[src/design/pdt_pkg.sv]
// Shared types and constants for the timestamped deadband PID block.
// Used by the channel interfaces, the controller and the datapath.
// No dependencies.
`default_nettype none

package pdt_pkg;

  // Timestamp format is fixed: unsigned seconds, Q32.16.
  localparam int TIME_WIDTH = 48;

  // Multiplier digit width: bits of the second operand consumed per step.
  localparam int MUL_DIGIT = 16;

  // Configuration register indexes.
  localparam int CFG_IDX_W = 2;
  localparam logic [CFG_IDX_W-1:0] REG_GAIN_PROP  = 2'd0;
  localparam logic [CFG_IDX_W-1:0] REG_GAIN_INTEG = 2'd1;
  localparam logic [CFG_IDX_W-1:0] REG_GAIN_DERIV = 2'd2;

  // Operand pairs for the shared multiplier.
  typedef enum logic [1:0] {
    MUL_INTEG,   // error x interval
    MUL_PROP,    // proportional gain x error
    MUL_INTG,    // integral gain x integral sum
    MUL_DERIV    // derivative gain x derivative
  } mul_sel_t;

  // Commands from the controller to the datapath.
  typedef struct packed {
    logic     load;
    logic     calc_err;
    logic     band;
    logic     div_start;
    logic     mul_start;
    mul_sel_t mul_sel;
    logic     acc_clear;
    logic     acc_add;
    logic     integ_upd;
    logic     finish;
  } cmd_t;

  // Status from the datapath to the controller.
  typedef struct packed {
    logic zero_dt;
    logic mul_done;
    logic div_busy;
  } status_t;

endpackage

`default_nettype wire

[src/design/pdt_ifs.sv]
// Valid/ready channel interfaces: sample input, result output, config write.
// Depends on pdt_pkg for the timestamp width and register index width.
`default_nettype none

interface pdt_sample_if #(parameter int VALUE_WIDTH = 32);
  logic                                valid;
  logic                                ready;
  logic signed [VALUE_WIDTH-1:0]       measured;
  logic signed [VALUE_WIDTH-1:0]       setpoint;
  logic        [VALUE_WIDTH-2:0]       deadband;
  logic        [pdt_pkg::TIME_WIDTH-1:0] timestamp;

  modport source (output valid, measured, setpoint, deadband, timestamp, input ready);
  modport sink   (input valid, measured, setpoint, deadband, timestamp, output ready);
endinterface

interface pdt_result_if #(parameter int VALUE_WIDTH = 32);
  logic                          valid;
  logic                          ready;
  logic signed [VALUE_WIDTH-1:0] drive;
  logic                          clipped;
  logic                          zero_interval;

  modport source (output valid, drive, clipped, zero_interval, input ready);
  modport sink   (input valid, drive, clipped, zero_interval, output ready);
endinterface

interface pdt_cfg_if #(parameter int VALUE_WIDTH = 32);
  logic                            valid;
  logic                            ready;
  logic [pdt_pkg::CFG_IDX_W-1:0]   index;
  logic [VALUE_WIDTH-1:0]          data;

  modport source (output valid, index, data, input ready);
  modport sink   (input valid, index, data, output ready);
endinterface

`default_nettype wire

[src/design/pdt_mul.sv]
// Sign-magnitude multiplier, one MUL_DIGIT-wide digit of op_b per cycle.
// Depends on pdt_pkg for the digit width.
`default_nettype none

module pdt_mul #(
  parameter int OP_WIDTH = 49
) (
  input  logic                         clk,
  input  logic                         rst,
  input  logic                         start,
  input  logic signed [OP_WIDTH-1:0]   op_a,
  input  logic signed [OP_WIDTH-1:0]   op_b,
  output logic                         busy,
  output logic                         done,
  output logic                         neg,
  output logic        [2*OP_WIDTH-1:0] prod
);

  localparam int DIG   = pdt_pkg::MUL_DIGIT;
  localparam int STEPS = (OP_WIDTH + DIG - 1) / DIG;
  localparam int NB    = STEPS * DIG;
  localparam int CW    = (STEPS > 1) ? $clog2(STEPS) : 1;
  localparam int FW    = OP_WIDTH + NB;

  logic [OP_WIDTH-1:0]     ua;
  logic [OP_WIDTH-1:0]     hi;
  logic [NB-1:0]           lo;
  logic [CW-1:0]           cnt;
  logic [OP_WIDTH-1:0]     mag_a;
  logic [OP_WIDTH-1:0]     mag_b;
  logic [OP_WIDTH+DIG-1:0] sum;
  logic [FW-1:0]           full;

  assign mag_a = op_a[OP_WIDTH-1] ? $unsigned(-op_a) : $unsigned(op_a);
  assign mag_b = op_b[OP_WIDTH-1] ? $unsigned(-op_b) : $unsigned(op_b);

  // Partial product of one digit, added into the upper half.
  assign sum  = {{DIG{1'b0}}, hi} + (ua * lo[DIG-1:0]);
  assign full = {hi, lo};
  assign prod = full[2*OP_WIDTH-1:0];

  always_ff @(posedge clk) begin
    if (rst) begin
      busy <= 1'b0;
      done <= 1'b0;
      cnt  <= '0;
    end else begin
      done <= 1'b0;
      if (start && !busy) begin
        busy <= 1'b1;
        cnt  <= '0;
      end else if (busy) begin
        cnt <= cnt + 1'b1;
        if (cnt == CW'(STEPS - 1)) begin
          busy <= 1'b0;
          done <= 1'b1;
        end
      end
    end
  end

  always_ff @(posedge clk) begin
    if (start && !busy) begin
      ua  <= mag_a;
      hi  <= '0;
      lo  <= NB'(mag_b);
      neg <= op_a[OP_WIDTH-1] ^ op_b[OP_WIDTH-1];
    end else if (busy) begin
      hi <= sum[OP_WIDTH+DIG-1:DIG];
      lo <= {sum[DIG-1:0], lo[NB-1:DIG]};
    end
  end

endmodule

`default_nettype wire

[src/design/pdt_div.sv]
// Restoring divider for the derivative: (num * 2^FRAC_BITS) / den,
// truncated toward zero and saturated. One quotient bit per cycle. Uses pdt_pkg.
`default_nettype none

module pdt_div #(
  parameter int VALUE_WIDTH = 32,
  parameter int FRAC_BITS   = 16
) (
  input  logic                                clk,
  input  logic                                rst,
  input  logic                                start,
  input  logic signed [VALUE_WIDTH:0]         num,
  input  logic signed [pdt_pkg::TIME_WIDTH:0] den,
  output logic                                busy,
  output logic signed [VALUE_WIDTH-1:0]       quot
);

  localparam int TW = pdt_pkg::TIME_WIDTH;
  localparam int VW = VALUE_WIDTH;
  localparam int DW = VW + 1 + FRAC_BITS;
  localparam int CW = $clog2(DW + 1);

  logic          run;
  logic          fin;
  logic [CW-1:0] cnt;
  logic [DW-1:0] dvd;
  logic [TW-1:0] rem;
  logic [TW-1:0] ud;
  logic [VW-1:0] q;
  logic          over;
  logic          neg;

  logic [VW:0]   mag_n;
  logic [TW:0]   mag_d;
  logic [TW:0]   r2;
  logic [TW:0]   r_sub;
  logic          ge;
  logic [VW-1:0] lim;
  logic [VW-1:0] qs;

  assign mag_n = num[VW] ? $unsigned(-num) : $unsigned(num);
  assign mag_d = den[TW] ? $unsigned(-den) : $unsigned(den);

  assign r2    = {rem, dvd[DW-1]};
  assign ge    = r2 >= {1'b0, ud};
  assign r_sub = r2 - {1'b0, ud};

  // Negative results may reach the most negative value.
  assign lim = neg ? {1'b1, {(VW-1){1'b0}}} : {1'b0, {(VW-1){1'b1}}};
  assign qs  = (over || (q > lim)) ? lim : q;

  assign busy = run | fin;

  always_ff @(posedge clk) begin
    if (rst) begin
      run <= 1'b0;
      fin <= 1'b0;
      cnt <= '0;
    end else begin
      fin <= 1'b0;
      if (start && !busy) begin
        run <= 1'b1;
        cnt <= CW'(DW);
      end else if (run) begin
        cnt <= cnt - 1'b1;
        if (cnt == CW'(1)) begin
          run <= 1'b0;
          fin <= 1'b1;
        end
      end
    end
  end

  always_ff @(posedge clk) begin
    if (start && !busy) begin
      dvd  <= {mag_n, {FRAC_BITS{1'b0}}};
      rem  <= '0;
      ud   <= mag_d[TW-1:0];
      q    <= '0;
      over <= 1'b0;
      neg  <= num[VW] ^ den[TW];
    end else if (run) begin
      rem  <= ge ? r_sub[TW-1:0] : r2[TW-1:0];
      dvd  <= dvd << 1;
      q    <= {q[VW-2:0], ge};
      // A set top bit shifted out means the quotient is past any limit.
      over <= over | q[VW-1];
    end else if (fin) begin
      quot <= neg ? (~qs + 1'b1) : qs;
    end
  end

endmodule

`default_nettype wire

[src/design/pdt_dpath.sv]
// Datapath: input and gain registers, error and deadband logic, integral and
// accumulator, result registers. Holds pdt_mul and pdt_div. Uses pdt_pkg.
`default_nettype none

module pdt_dpath #(
  parameter int VALUE_WIDTH = 32,
  parameter int FRAC_BITS   = 16
) (
  input  logic                                 clk,
  input  logic                                 rst,
  input  pdt_pkg::cmd_t                        cmd,
  output pdt_pkg::status_t                     status,
  input  logic signed [VALUE_WIDTH-1:0]        measured,
  input  logic signed [VALUE_WIDTH-1:0]        setpoint,
  input  logic        [VALUE_WIDTH-2:0]        deadband,
  input  logic        [pdt_pkg::TIME_WIDTH-1:0] timestamp,
  input  logic                                 cfg_we,
  input  logic        [pdt_pkg::CFG_IDX_W-1:0] cfg_index,
  input  logic        [VALUE_WIDTH-1:0]        cfg_data,
  output logic signed [VALUE_WIDTH-1:0]        drive,
  output logic                                 clipped,
  output logic                                 zero_interval
);

  localparam int VW = VALUE_WIDTH;
  localparam int TW = pdt_pkg::TIME_WIDTH;
  localparam int IW = TW + 1;
  localparam int MW = (VW > IW) ? VW : IW;
  localparam int AW = 2 * MW + 3;

  localparam logic [VW-1:0] MAXV = {1'b0, {(VW-1){1'b1}}};
  localparam logic [VW-1:0] MINV = {1'b1, {(VW-1){1'b0}}};

  // Gains
  logic signed [VW-1:0] gain_p;
  logic signed [VW-1:0] gain_i;
  logic signed [VW-1:0] gain_d;

  // Captured request
  logic signed [VW-1:0] meas_q;
  logic signed [VW-1:0] setp_q;
  logic        [VW-2:0] band_q;
  logic        [TW-1:0] now_q;

  // Working registers
  logic signed [VW-1:0] err;
  logic signed [VW:0]   dnum;
  logic signed [IW-1:0] interval;
  logic                 zdt;
  logic signed [AW-1:0] acc;
  logic                 clip_q;

  // Loop state
  logic signed [VW-1:0] integral;
  logic signed [VW-1:0] last_error;
  logic        [TW-1:0] last_time;

  // Combinational
  logic signed [VW:0]   diff;
  logic        [VW-1:0] err_sat;
  logic signed [IW-1:0] interval_calc;
  logic        [VW-1:0] mag;
  logic                 keep;
  logic signed [VW:0]   d_keep;
  logic signed [VW:0]   d_zero;
  logic signed [MW-1:0] mul_a;
  logic signed [MW-1:0] mul_b;
  logic                 mul_busy;
  logic                 mul_done;
  logic                 mul_neg;
  logic [2*MW-1:0]      mul_prod;
  logic signed [AW-1:0] p_ext;
  logic signed [VW-1:0] div_quot;
  logic                 div_busy;
  logic signed [VW-1:0] deriv;
  logic signed [AW-1:0] acc_sh;
  logic signed [AW-1:0] integ_sum;
  logic                 integ_fit;
  logic        [VW-1:0] integ_sat;
  logic                 drive_fit;
  logic        [VW-1:0] drive_sat;

  // Error, saturated to a value
  assign diff    = (VW+1)'(setp_q) - (VW+1)'(meas_q);
  assign err_sat = (diff[VW] != diff[VW-1]) ? (diff[VW] ? MINV : MAXV) : diff[VW-1:0];

  assign interval_calc = $signed({1'b0, now_q}) - $signed({1'b0, last_time});

  // Deadband: keep the error when its magnitude reaches the band
  assign mag    = err[VW-1] ? $unsigned(-err) : $unsigned(err);
  assign keep   = mag >= {1'b0, band_q};
  assign d_keep = (VW+1)'(err) - (VW+1)'(last_error);
  assign d_zero = -((VW+1)'(last_error));

  assign deriv = zdt ? '0 : div_quot;

  always_comb begin
    case (cmd.mul_sel)
      pdt_pkg::MUL_INTEG: begin
        mul_a = MW'(err);
        mul_b = MW'(interval);
      end
      pdt_pkg::MUL_PROP: begin
        mul_a = MW'(gain_p);
        mul_b = MW'(err);
      end
      pdt_pkg::MUL_INTG: begin
        mul_a = MW'(gain_i);
        mul_b = MW'(integral);
      end
      pdt_pkg::MUL_DERIV: begin
        mul_a = MW'(gain_d);
        mul_b = MW'(deriv);
      end
      default: begin
        mul_a = MW'(err);
        mul_b = MW'(interval);
      end
    endcase
  end

  pdt_mul #(
    .OP_WIDTH (MW)
  ) u_mul (
    .clk   (clk),
    .rst   (rst),
    .start (cmd.mul_start),
    .op_a  (mul_a),
    .op_b  (mul_b),
    .busy  (mul_busy),
    .done  (mul_done),
    .neg   (mul_neg),
    .prod  (mul_prod)
  );

  pdt_div #(
    .VALUE_WIDTH (VW),
    .FRAC_BITS   (FRAC_BITS)
  ) u_div (
    .clk   (clk),
    .rst   (rst),
    .start (cmd.div_start),
    .num   (dnum),
    .den   (interval),
    .busy  (div_busy),
    .quot  (div_quot)
  );

  assign p_ext = $signed(AW'(mul_prod));

  // Floor division by 2^FRAC_BITS, then saturation
  assign acc_sh    = acc >>> FRAC_BITS;
  assign integ_sum = acc_sh + AW'(integral);
  assign integ_fit = (integ_sum[AW-1:VW-1] == {(AW-VW+1){integ_sum[VW-1]}});
  assign integ_sat = integ_fit ? integ_sum[VW-1:0] : (integ_sum[AW-1] ? MINV : MAXV);
  assign drive_fit = (acc_sh[AW-1:VW-1] == {(AW-VW+1){acc_sh[VW-1]}});
  assign drive_sat = drive_fit ? acc_sh[VW-1:0] : (acc_sh[AW-1] ? MINV : MAXV);

  assign status.zero_dt  = zdt;
  assign status.mul_done = mul_done;
  assign status.div_busy = div_busy | mul_busy & 1'b0;

  // Gains and loop state
  always_ff @(posedge clk) begin
    if (rst) begin
      gain_p     <= '0;
      gain_i     <= '0;
      gain_d     <= '0;
      integral   <= '0;
      last_error <= '0;
      last_time  <= '0;
    end else begin
      if (cfg_we) begin
        unique case (cfg_index)
          pdt_pkg::REG_GAIN_PROP:  gain_p <= cfg_data;
          pdt_pkg::REG_GAIN_INTEG: gain_i <= cfg_data;
          pdt_pkg::REG_GAIN_DERIV: gain_d <= cfg_data;
          default: ;
        endcase
      end
      if (cmd.integ_upd) begin
        integral <= integ_sat;
      end
      if (cmd.finish) begin
        last_error <= err;
        last_time  <= now_q;
      end
    end
  end

  // Working and result registers
  always_ff @(posedge clk) begin
    if (cmd.load) begin
      meas_q <= measured;
      setp_q <= setpoint;
      band_q <= deadband;
      now_q  <= timestamp;
    end
    if (cmd.calc_err) begin
      err      <= err_sat;
      interval <= interval_calc;
      zdt      <= (now_q == last_time);
    end
    if (cmd.band) begin
      err  <= keep ? err : '0;
      dnum <= keep ? d_keep : d_zero;
    end
    if (cmd.acc_clear) begin
      acc <= '0;
    end else if (cmd.acc_add) begin
      acc <= mul_neg ? (acc - p_ext) : (acc + p_ext);
    end
    if (cmd.integ_upd) begin
      clip_q <= !integ_fit;
    end
    if (cmd.finish) begin
      drive         <= drive_sat;
      clipped       <= clip_q | !drive_fit;
      zero_interval <= zdt;
    end
  end

endmodule

`default_nettype wire

[src/design/pdt_ctrl.sv]
// Sequencer for one sample: error, deadband, integral, gain products, result.
// Drives pdt_dpath through pdt_pkg::cmd_t and reads pdt_pkg::status_t.
`default_nettype none

module pdt_ctrl (
  input  logic             clk,
  input  logic             rst,
  input  logic             sample_valid,
  output logic             sample_ready,
  output logic             result_valid,
  input  logic             result_ready,
  input  pdt_pkg::status_t status,
  output pdt_pkg::cmd_t    cmd
);

  typedef enum logic [3:0] {
    S_IDLE,
    S_ERR,
    S_BAND,
    S_START,
    S_MUL_INT,
    S_INTEG,
    S_MUL_P,
    S_MUL_I,
    S_WAIT_D,
    S_MUL_D,
    S_OUT
  } state_t;

  state_t state;
  state_t state_next;
  logic   out_free;

  assign sample_ready = (state == S_IDLE);
  assign out_free     = !result_valid || result_ready;

  always_comb begin
    cmd        = '0;
    state_next = state;
    unique case (state)
      S_IDLE: begin
        if (sample_valid) begin
          cmd.load   = 1'b1;
          state_next = S_ERR;
        end
      end
      S_ERR: begin
        cmd.calc_err = 1'b1;
        state_next   = S_BAND;
      end
      S_BAND: begin
        cmd.band   = 1'b1;
        state_next = S_START;
      end
      S_START: begin
        // Skip the divider when the interval is zero
        cmd.div_start = !status.zero_dt;
        cmd.mul_start = 1'b1;
        cmd.mul_sel   = pdt_pkg::MUL_INTEG;
        cmd.acc_clear = 1'b1;
        state_next    = S_MUL_INT;
      end
      S_MUL_INT: begin
        if (status.mul_done) begin
          cmd.acc_add = 1'b1;
          state_next  = S_INTEG;
        end
      end
      S_INTEG: begin
        cmd.integ_upd = 1'b1;
        cmd.mul_start = 1'b1;
        cmd.mul_sel   = pdt_pkg::MUL_PROP;
        cmd.acc_clear = 1'b1;
        state_next    = S_MUL_P;
      end
      S_MUL_P: begin
        if (status.mul_done) begin
          cmd.acc_add   = 1'b1;
          cmd.mul_start = 1'b1;
          cmd.mul_sel   = pdt_pkg::MUL_INTG;
          state_next    = S_MUL_I;
        end
      end
      S_MUL_I: begin
        if (status.mul_done) begin
          cmd.acc_add = 1'b1;
          state_next  = S_WAIT_D;
        end
      end
      S_WAIT_D: begin
        if (!status.div_busy) begin
          cmd.mul_start = 1'b1;
          cmd.mul_sel   = pdt_pkg::MUL_DERIV;
          state_next    = S_MUL_D;
        end
      end
      S_MUL_D: begin
        if (status.mul_done) begin
          cmd.acc_add = 1'b1;
          state_next  = S_OUT;
        end
      end
      S_OUT: begin
        if (out_free) begin
          cmd.finish = 1'b1;
          state_next = S_IDLE;
        end
      end
      default: begin
        state_next = S_IDLE;
      end
    endcase
  end

  always_ff @(posedge clk) begin
    if (rst) begin
      state        <= S_IDLE;
      result_valid <= 1'b0;
    end else begin
      state <= state_next;
      if (cmd.finish) begin
        result_valid <= 1'b1;
      end else if (result_ready) begin
        result_valid <= 1'b0;
      end
    end
  end

endmodule

`default_nettype wire

[src/design/pid_deadband_timestamped.sv]
// PID controller with deadband on timestamped samples. Each sample request
// carries measured, setpoint, deadband and timestamp (fixed point with FRAC_BITS
// fraction bits, signed but for the deadband; timestamp unsigned Q32.16). The
// block forms the interval since the previous sample, the error setpoint minus
// measured (saturated, and forced to zero when its magnitude is below the
// deadband), a saturating integral of error times interval, and a derivative of
// the error change over the interval, then returns the saturated gain-weighted
// sum as drive. clipped reports saturation of the integral or of drive;
// zero_interval reports a zero interval, for which the derivative is zero.
// Gains are written through the cfg channel (index 0 proportional, 1 integral,
// 2 derivative; other indexes are ignored) and cfg is always ready. Throughput:
// one sample at a time. With a nonzero interval the sample time is set by the
// bit-serial divider that produces the derivative, one quotient bit per cycle;
// the multiplier products overlap it. With a zero interval the divider is
// skipped and the sample time is set by four passes through the shared
// 16-bit-digit multiplier. The finished result sits in an output register, so
// the next sample is taken while it waits; only the final step stalls on a
// full output register.
// Depends on pdt_pkg, pdt_ifs, pdt_ctrl, pdt_dpath.
`default_nettype none

module pid_deadband_timestamped #(
  parameter int VALUE_WIDTH = 32,
  parameter int FRAC_BITS   = 16
) (
  input  logic         clk,
  input  logic         rst,
  pdt_sample_if.sink   sample,
  pdt_result_if.source result,
  pdt_cfg_if.sink      cfg
);

  pdt_pkg::cmd_t    cmd;
  pdt_pkg::status_t status;

  // Gain writes are never held off; each is registered at its handshake
  assign cfg.ready = 1'b1;

  // Sequencer: accepts one request, steps the datapath, posts the result
  pdt_ctrl u_ctrl (
    .clk          (clk),
    .rst          (rst),
    .sample_valid (sample.valid),
    .sample_ready (sample.ready),
    .result_valid (result.valid),
    .result_ready (result.ready),
    .status       (status),
    .cmd          (cmd)
  );

  // Arithmetic, loop state and result registers
  pdt_dpath #(
    .VALUE_WIDTH (VALUE_WIDTH),
    .FRAC_BITS   (FRAC_BITS)
  ) u_dpath (
    .clk           (clk),
    .rst           (rst),
    .cmd           (cmd),
    .status        (status),
    .measured      (sample.measured),
    .setpoint      (sample.setpoint),
    .deadband      (sample.deadband),
    .timestamp     (sample.timestamp),
    .cfg_we        (cfg.valid),
    .cfg_index     (cfg.index),
    .cfg_data      (cfg.data),
    .drive         (result.drive),
    .clipped       (result.clipped),
    .zero_interval (result.zero_interval)
  );

endmodule

`default_nettype wire

[src/flat_wrapper.sv]
// flat-port wrapper written by rule: the top's interface ports become plain ports
module pid_deadband_timestamped_flat 
#(
  parameter int VALUE_WIDTH = 32,
  parameter int FRAC_BITS   = 16
)
  (clk, rst, sample_valid, sample_measured, sample_setpoint, sample_deadband, sample_timestamp, sample_ready, result_valid, result_drive, result_clipped, result_zero_interval, result_ready, cfg_valid, cfg_index, cfg_data, cfg_ready);
  pdt_sample_if #(.VALUE_WIDTH(VALUE_WIDTH)) sample_i ();
  pdt_result_if #(.VALUE_WIDTH(VALUE_WIDTH)) result_i ();
  pdt_cfg_if #(.VALUE_WIDTH(VALUE_WIDTH)) cfg_i ();
  input  logic clk;
  input  logic rst;
  input wire logic [$bits(sample_i.valid)-1:0] sample_valid;
  input wire logic [$bits(sample_i.measured)-1:0] sample_measured;
  input wire logic [$bits(sample_i.setpoint)-1:0] sample_setpoint;
  input wire logic [$bits(sample_i.deadband)-1:0] sample_deadband;
  input wire logic [$bits(sample_i.timestamp)-1:0] sample_timestamp;
  output wire logic [$bits(sample_i.ready)-1:0] sample_ready;
  output wire logic [$bits(result_i.valid)-1:0] result_valid;
  output wire logic [$bits(result_i.drive)-1:0] result_drive;
  output wire logic [$bits(result_i.clipped)-1:0] result_clipped;
  output wire logic [$bits(result_i.zero_interval)-1:0] result_zero_interval;
  input wire logic [$bits(result_i.ready)-1:0] result_ready;
  input wire logic [$bits(cfg_i.valid)-1:0] cfg_valid;
  input wire logic [$bits(cfg_i.index)-1:0] cfg_index;
  input wire logic [$bits(cfg_i.data)-1:0] cfg_data;
  output wire logic [$bits(cfg_i.ready)-1:0] cfg_ready;
  assign sample_i.valid = sample_valid;
  assign sample_i.measured = sample_measured;
  assign sample_i.setpoint = sample_setpoint;
  assign sample_i.deadband = sample_deadband;
  assign sample_i.timestamp = sample_timestamp;
  assign sample_ready = sample_i.ready;
  assign result_valid = result_i.valid;
  assign result_drive = result_i.drive;
  assign result_clipped = result_i.clipped;
  assign result_zero_interval = result_i.zero_interval;
  assign result_i.ready = result_ready;
  assign cfg_i.valid = cfg_valid;
  assign cfg_i.index = cfg_index;
  assign cfg_i.data = cfg_data;
  assign cfg_ready = cfg_i.ready;
  pid_deadband_timestamped #(.VALUE_WIDTH(VALUE_WIDTH), .FRAC_BITS(FRAC_BITS)) u_core (.clk(clk), .rst(rst), .sample(sample_i), .result(result_i), .cfg(cfg_i));
endmodule
[config.mk]
export PLATFORM = sky130hd
export DESIGN_NAME = pid_deadband_timestamped_flat
export DESIGN_NICKNAME = d
export VERILOG_FILES = /design/src/design/pdt_pkg.sv /design/src/design/pdt_ifs.sv /design/src/design/pdt_mul.sv /design/src/design/pdt_div.sv /design/src/design/pdt_dpath.sv /design/src/design/pdt_ctrl.sv /design/src/design/pid_deadband_timestamped.sv /design/src/flat_wrapper.sv
export SDC_FILE = /design/constraint.sdc
export NUM_CORES = 2
export LEC_CHECK = 0
export BUFFER_PORTS_ARGS = -buffer_cell sky130_fd_sc_hd__buf_4
export CAP_MARGIN = 20
export CORE_MARGIN = 3
export CORE_UTILIZATION = 50
export DETAILED_ROUTE_END_ITERATION = 10
export GPL_ROUTABILITY_DRIVEN = 0
export GPL_TIMING_DRIVEN = 0
export PLACE_DENSITY = 0.66
export SYNTH_ARGS = -nofsm -noshare
export SYNTH_HDL_FRONTEND = slang
export SYNTH_SLANG_ARGS = --single-unit
[constraint.sdc]
create_clock -name clk -period 14.22 [get_ports clk]
set_input_delay 2.844 -clock clk [delete_from_list [all_inputs] [get_ports clk]]
set_output_delay 2.844 -clock clk [all_outputs]
set_load 0.005 [all_outputs]
==> impl_metrics.yaml <==
grt:
  grt_use_total: 0.320
  grt_max_degree: 76
  antenna_found_initial: 11
  grt_pass1_wl_um: 460000
  grt_pass1_vias: 77996
  grt_overflow_total: 0
clock_tree:
  ctsResizeCount: 0
  clock-sinks: 977
  cts_hold_buf: 0
  cts_setup_buffers: 0
  cts_root_buf: "clkbuf_16"
  ctsHtreeMaxLevel: 3
  cts_tree: "built"
  cts.path.max_buffers: 3
  clk_pin_slew_worst_paths_ps: 60
  numCtsBuffers: 113
  clk_latency_ps: 820
detailed_routing:
  via_count: 80306
  first_pass_iters: 11
  routed_via_density: 5.94
  first_iter_violations: 7695
  ant_nets: 0
  wire_per_inst_um: 22.5
  drc: 3
  wl_um: 304000
synth:
  netlist_instances: 10675
  yosys_warnings: 0
  async_reset_ff_frac: 0
  ys_seq_area_frac: 0.272
  synth_edf_count: 506
  netlist_area_um2: 90500
  syn_avg_cell_area_um2: 8.48
  ys_seq_elements: 977
  ys_types: 104
  synthFlopType: "edfxtp_1"
floorplan:
  start_util: 0.505
  die_h_um: 432
  num_io_pins: 219
  core-area_um2: 179000
  dieWidth_um: 432
  die-area_um2: 186000
  placementRows: 155
sta:
  tns_ps: 0
  rsz0062_at_grt: "no"
  drv_slew: 0
  setup_viol: 0
  slew_headroom: 0.176
  post-route-min-period_ps: 9880
  finalCritPeriodShare: 0.695
  fmax_ghz: 0.101
  hold_violations: 0
  worst_pin_slew_ps: 1200
  skew_ps: 78.3
critical_path:
  worst_path_most_repeated_cell: "fa_1"
  endpoint_kind: "flop"
  slowest_stage: "a2111oi_0"
  cp_slowest_stage_delay_ps: 1050
  r2r_slack_ps: 4340
  path_class: "flop to flop"
  cp_max_fo: 10
  cp.arrival_ps: 10460
  cp-start-kind: "flop"
  required_ps: 14800
worst_hold_path:
  hold_class: "flop to flop"
placement:
  dpl.hpwl_um: 242000
  numPortBuffers: 216
cells_and_area:
  layout_commonest_cell: "nand2_1"
  final_cell_mix: "nand2_1 (1660), inv_1 (1240), a21oi_1 (817), fa_1 (711), o21ai_0 (570)"
  fillers: 16413
  area_growth_pct: 10.2
  drive_gt1_frac: 0.0529
  fin_nets: 12503
  multi_input_area_um2: 59200
  ff_latch_area_um2: 24600
run:
  maxCapViolCount: 0
run_status:
  outcome: "finished with violations"
  violations: "DRC"
[flip-flops by register name, indices dropped and copies added (netlist names), 33 cells and up]
signal / flops
u_core.u_dpath.u_div.dvd: 33
u_core.u_dpath.u_mul.ua: 49
u_core.u_dpath.acc: 101
u_core.u_dpath.last_time: 48
u_core.u_dpath.u_mul.lo: 64
u_core.u_dpath.interval: 49
u_core.u_dpath.now_q: 48
u_core.u_dpath.dnum: 33
u_core.u_dpath.u_div.ud: 48
u_core.u_dpath.u_mul.hi: 49
u_core.u_dpath.u_div.rem: 48
[final timing paths]
path	startpoint	to	depth (start not counted)
worst min register to register	u_core.u_dpath.gain_i[28]$_SDFFE_PP0P_	u_core.u_dpath.gain_i[28]$_SDFFE_PP0P_	2
worst max-delay path	u_core.u_dpath.u_mul.lo[5]$_DFFE_PP_	u_core.u_dpath.u_mul.hi[27]$_SDFFE_PP0P_	28
worst min-delay path	u_core.u_dpath.gain_i[28]$_SDFFE_PP0P_	u_core.u_dpath.gain_i[28]$_SDFFE_PP0P_	2
worst max register to register	u_core.u_dpath.u_mul.lo[5]$_DFFE_PP_	u_core.u_dpath.u_mul.hi[27]$_SDFFE_PP0P_	28
[final cells by class]
type,count,area share
sequential,977,0.247
inverter,1247,0.0469
buffer,541,0.0210
clock inverter,64,0.00932
timing repair buffer,246,0.0205
antenna,8,0.000201
tap,2355,0.0295
clock buffer,151,0.0320
multi-input combinational,7926,0.594
[routing by layer]
| metal | up-vias | GRT usage | routed length [um] |
|---|---|---|---|
| met4 | 2 | 0.190 | 21000 |
| met2 | 3852 | 0.503 | 136000 |
| met1 | 38588 | 0.407 | 119000 |
| li1 | 37025 | - | - |
| met5 | - | 0 | 13 |
| met3 | 839 | 0.0675 | 28100 |
[Yosys cell counts (all sizes together), types with 49 or more instances]
master / n / area share
nor3: 143 / 0.0080
o21a: 82 / 0.0068
a31oi: 95 / 0.0066
and3: 49 / 0.0034
nor2b: 71 / 0.0049
o21bai: 57 / 0.0047
or3: 81 / 0.0058
clkbuf: 488 / 0.020
dfxtp: 471 / 0.10
nor2: 520 / 0.022
xor2: 208 / 0.020
inv: 1243 / 0.052
a211oi: 75 / 0.0062
fa: 711 / 0.16
and2: 283 / 0.020
o22ai: 63 / 0.0044
xnor2: 424 / 0.041
buf: 53 / 0.0028
nor4: 77 / 0.0058
o31ai: 86 / 0.0072
nand3: 158 / 0.0087
nand2: 1660 / 0.069
ha: 558 / 0.077
nand2b: 103 / 0.0072
a21o: 274 / 0.023
nand4: 100 / 0.0069
o21ai: 585 / 0.032
mux2i: 58 / 0.0064
a21oi: 817 / 0.045
edfxtp: 506 / 0.17
[kinds of logic (layout without fill, tap and decap cells)]
| family | after synthesis | in the layout | share of synthesized area |
|---|---|---|---|
| muxes | 66 | 66 | 0.00741 |
| adders and majority gates | 1269 | 1269 | 0.234 |
| buffers and inverters | 1788 | 2249 | 0.0748 |
| and+or+nand+nor | 3404 | 3404 | 0.174 |
| xor gates and xnor gates | 632 | 632 | 0.0611 |
| other | 2 | 26 | 0.0000830 |
| DFF | 977 | 977 | 0.272 |
| AOI/OAI and AO/OA | 2537 | 2537 | 0.176 |
[critical path, delay by kind of cell (launching register included)]
family	cells	cell delay, ps
buf+inv	8	2010
compound gates	9	3160
fa+ha+maj	7	3580
simple gates	4	600
flops	1	330
[metrics by stage]
| step | cell area, um2 | worst slack [ps] | cells | utilization | hold slack [ps] |
|---|---|---|---|---|---|
| CTS | 99700 | 4650 | 13503 | 0.556 | 452 |
| finish | 99800 | 4340 | 13515 | 0.557 | 452 |
| floorplan | 90600 | 7130 | 10691 | - | 433 |
| detailed placement | 95600 | 4710 | 13288 | 0.533 | 443 |
| global placement | 95200 | 4550 | 13262 | 0.531 | 439 |
| global route | 99800 | 4240 | 13509 | 0.557 | 472 |
Power is not shown: default switching activity piles up to over one toggle a cycle in this logic, so the estimate is an artifact.
